--- src/rtl/core/sprite_animation_sequencer_defines.svh ---
// Assertion helpers for the sprite animation sequencer.
`ifndef SPRITE_ANIMATION_SEQUENCER_DEFINES_SVH
`define SPRITE_ANIMATION_SEQUENCER_DEFINES_SVH

// Same-cycle implication, checked outside reset.
`define SAS_ASSERT_NOW(label, ante, cons, msg) \
  label: assert property (@(posedge clk) disable iff (rst) (ante) |-> (cons)) else $error(msg);

// Next-cycle implication, checked outside reset.
`define SAS_ASSERT_NEXT(label, ante, cons, msg) \
  label: assert property (@(posedge clk) disable iff (rst) (ante) |=> (cons)) else $error(msg);

`endif

--- src/rtl/core/sas_ram.sv ---
module sas_ram #(
  parameter int WIDTH = 16,
  parameter int DEPTH = 256
) (
  input  logic                     clk,
  input  logic                     we,
  input  logic [$clog2(DEPTH)-1:0] waddr,
  input  logic [WIDTH-1:0]         wdata,
  input  logic [$clog2(DEPTH)-1:0] raddr,
  output logic [WIDTH-1:0]         rdata
);

  logic [WIDTH-1:0] mem [DEPTH];

  always_ff @(posedge clk) begin
    if (we) begin
      mem[waddr] <= wdata;
    end
    rdata <= mem[raddr];
  end

endmodule
--- config.mk ---
export PLATFORM = sky130hd
export DESIGN_NAME = sas_ram
export DESIGN_NICKNAME = d
export VERILOG_FILES = /design/src/rtl/core/sprite_animation_sequencer_defines.svh /design/src/rtl/core/sas_ram.sv
export SDC_FILE = /design/constraint.sdc
export NUM_CORES = 2
export LEC_CHECK = 0
export BUFFER_PORTS_ARGS = -buffer_cell sky130_fd_sc_hd__buf_4
export CORE_ASPECT_RATIO = 1.75
export CORE_MARGIN = 5
export CORE_UTILIZATION = 40
export DETAILED_ROUTE_END_ITERATION = 8
export SKIP_LAST_GASP = 1
export SLEW_MARGIN = 15
export SYNTH_ARGS = -nofsm -noshare
export SYNTH_HDL_FRONTEND = slang
export SYNTH_SLANG_ARGS = --single-unit
--- constraint.sdc ---
create_clock -name clk -period 4.4 [get_ports clk]
set_input_delay 0.88 -clock clk [delete_from_list [all_inputs] [get_ports clk]]
set_output_delay 0.88 -clock clk [all_outputs]
set_load 0.05 [all_outputs]
==> impl_results.md <==
* Hold Startpoint: wdata[6]
* Final hold vios at 0
* Worst hold path endpoint: mem[92][6]
* Residual DRC count at 0
* #FFs+latches synth at 4112
* Slew Viols, Final at 0
* H-Tree Depth at 5
* Synth cell types at 52
* Sequential Power Share at 54.7%
* FF/Latch Area at 0.1233 sq mm
* Synthesized area at 0.1587 sq mm
* Layout net count at 8054
* CP Class: in2reg
* Critical Path Max Stage Delay at 750 ps
* Hold path depth at 1
* Pwr dens at 436.3 mW/mm^2
* Gate Count Post-Synth at 7360
* Critical path arrival at 4680 ps
* Startpoint types: input port
* Cell family with most CP delay: simple AND/OR/NAND/NOR gates
* Wire per inst at 33.25 microns
* Fill cells at 32730
* Initial Util at 40.05%
* Max Clock Skew at 54.88 ps
* CTS tree: yes
* Placed cell area at 0.1698 sq mm
* Post-CTS Hold Buffers at 0
* Vias post-DR at 79050
* Bufs on Longest Clock Path at 4
* Commonest non-fill, non-tap cell in the layout: edfxtp_1
* Area contributors post-synth: edfxtp_1 (77%), mux4_2 (11%), mux2i_1 (3.6%)
* Die height at 843.3 microns
* Lkg Pwr at 0.05738 uW
* Die Area at 0.4100 sq mm
* CP startpoint: raddr[0]
* R2R Path End: rdata[1]
* GRT overflow at 0
* Cell depth of the worst flop-to-flop path at 7
* Buf/Inv on CP at 4
* CTS clk-pin slew, worst paths at 70 ps
* Top cell by count, worst path: buf_12
* IO Count at 50
* Seq/Total Area, Yosys at 77.70%
* Core Area at 0.3963 sq mm
* RSZ-0062 raised after global routing: no
* Max Fclk at 256.5 MHz
* Post_cts resized at 0
* Port bufs at 49
* Slowest library cell on the worst path: nand4_1
* Req. time, crit path at 5180 ps
* Post-synth top area cell: edfxtp_1
* Site Rows at 306
* Post-CTS Setup Inserts at 0
* Die Wd at 486.2 microns
* Layout cells sized above 1 at 27.02%
* Vias in the first global route at 81010
* Setup violations, final at 0
* Syn_nets at 7394
* Commonest non-fill, non-tap cells in the layout: edfxtp_1 (4096), mux4_2 (797), buf_4 (656)
* Switch share at 21.47%
* Worst hold path type: in2reg
* Syn Area/Cell at 21.56 sq um
* Clock sink count at 4112
* CTS Root Cell: clkbuf_16
* CTS Buf Count at 350
* Starting DRT DRC Count at 8118
* FF-to-FF setup slack at 1400 ps
* Clk Latency, worst-skew pair at 940 ps
* Setup TNS at 0 ps
* Worst-Margin Slew at 1350 ps
* Final Instance Area at 0.1813 sq mm
* Endpoint type of the worst setup path: flip-flop
* Slew HR at 9.635%
* Area share of the largest cell type after synthesis at 77.50%
* Cells along the critical path: buf_16 -> buf_12 -> buf_12 -> buf_4 -> mux2i_1 -> o221ai_1 -> o22ai_1 -> a21oi_1 -> nand4_1 -> nor4_1
* Worst r2r src: mem[3][1]
* DRT Wirelength at 451800 microns
* GP Congestion at 0.9232
* Drt via density at 5.818
* DRT antenna net count at 0
* Internal power at 62110 uW
* Largest net degree at the start of global routing at 138
* Worst VDD drop at 0.3008 mV
* Core Util, Final at 45.75%
* First-pass GRT wire length at 631700 microns
* Clock Power Share at 39.7%
* Area delta synth->final at 14.22%
* Tcrit/Tclk final at 88.62%
* Outcome: finished, final reports clean
* Overall Global Routing Usage at 21.63%
* Detail Placement HPWL at 291700 microns
* Initial antenna violation count at 23
* Footprint of the multi-input gates at 0.03298 sq mm
* Pre-antenna DRT Iters at 8
* Yosys warning total at 0
* Maxcap violations at 0
* Crit Path Max Fanout at 44
* Switching power at 16980 uW
* Post-route minimum period at 3899 ps
* Gate power share at 5.6%
-- cells by family (layout without fill, tap and decap cells) --
logic type,Yosys count,count (layout),synth area share [%]
flip-flops,4112,4112,77.70
multiplexers,1450,1450,15.50
AO/OA/AOI/OAI,786,786,3.537
AND/OR/NAND/NOR,556,556,1.574
buffers and inverters,456,1397,1.693
other,0,51,0
-- power groups by stage --
stage	clock, uW	combinational, uW	sequential [uW]
detailed placement	0	4480	44100
global placement	0	4390	44100
floorplan	0	2130	44100
global route	33500	4620	43200
CTS	32000	4490	43200
finish	31400	4450	43200
-- cell usage after synthesis (all sizes together) --
master,n
a31oi,6
dfxtp,16
or4b,1
or3,2
a221oi,28
and2,2
o22ai,148
nor4,18
nand4,26
nand3b,1
nand4b,3
or2,5
nand2b,3
o221ai,253
a21oi,175
inv,4
o31ai,16
and3,11
mux2i,565
edfxtp,4096
buf,222
a2111oi,6
a211oi,18
o21ai,38
mux4,797
mux2,88
nor3b,1
or3b,1
nor3,92
nor2b,9
a21o,2
nor2,304
and4,2
nor4bb,2
a22o,32
clkbuf,230
nand3,35
nand2,38
a22oi,43
o32ai,21
-- worst reg2reg max path: stages (launching register included) --
cell and delay [ps]:
edfxtp_1 360, mux4_2 490, mux2_2 310, a22oi_1 550, buf_4 210, nand2_1 140, o32ai_1 710, nor4_1 140
-- cell type report --
cell class	instances	area share, %
Antenna cell	51	0.07040
Clock buffer	415	5.071
Clock inverter	218	1.214
Inverter	4	0.01518
Multi-Input combinational cell	2792	18.19
Sequential cell	4112	68.02
Tap cell	5236	3.614
Timing Repair Buffer	760	3.799
-- routing by layer --
layer	global-route usage [%]	vias to the layer above	routed length (microns)
met5	0	-	44
met1	24.71	42520	155900
li1	-	32560	-
met4	14.73	6	37600
met2	38.02	3140	233500
met3	2.560	827	24700
-- worst max-delay path by stage --
stage | slack (ps) | endpoint | cells past startpoint
final | 500 | rdata[11] | 10
after global routing | 510 | rdata[11] | 10
after CTS | 740 | rdata[11] | 10
after detailed placement | -260 | rdata[11] | 10
after global placement | -490 | rdata[2] | 10
after floorplan | 1360 | mem[235][0] | 6
-- sequential cells by signal, indices dropped and copies added (netlist names) --
register and flops:
mem 4096, rdata 16
-- per-stage QoR --
| step | power [uW] | std cells | hold slack (ps) | worst slack, ps |
|---|---|---|---|---|
| 3_5_place_dp | 48570 | 12900 | 1070 | -264.5 |
| 5_1_grt | 81290 | 13580 | 347.2 | 512.5 |
| 6_report | 79090 | 13590 | 357.9 | 500.7 |
| 4_1_cts | 79660 | 13540 | 298.8 | 739.7 |
| 2_1_floorplan | 46270 | 7360 | 853.8 | 1355 |
| 3_3_place_gp | 48470 | 12900 | 1071 | -494.6 |
No activity file was read; power rests on OpenSTA's default activity.
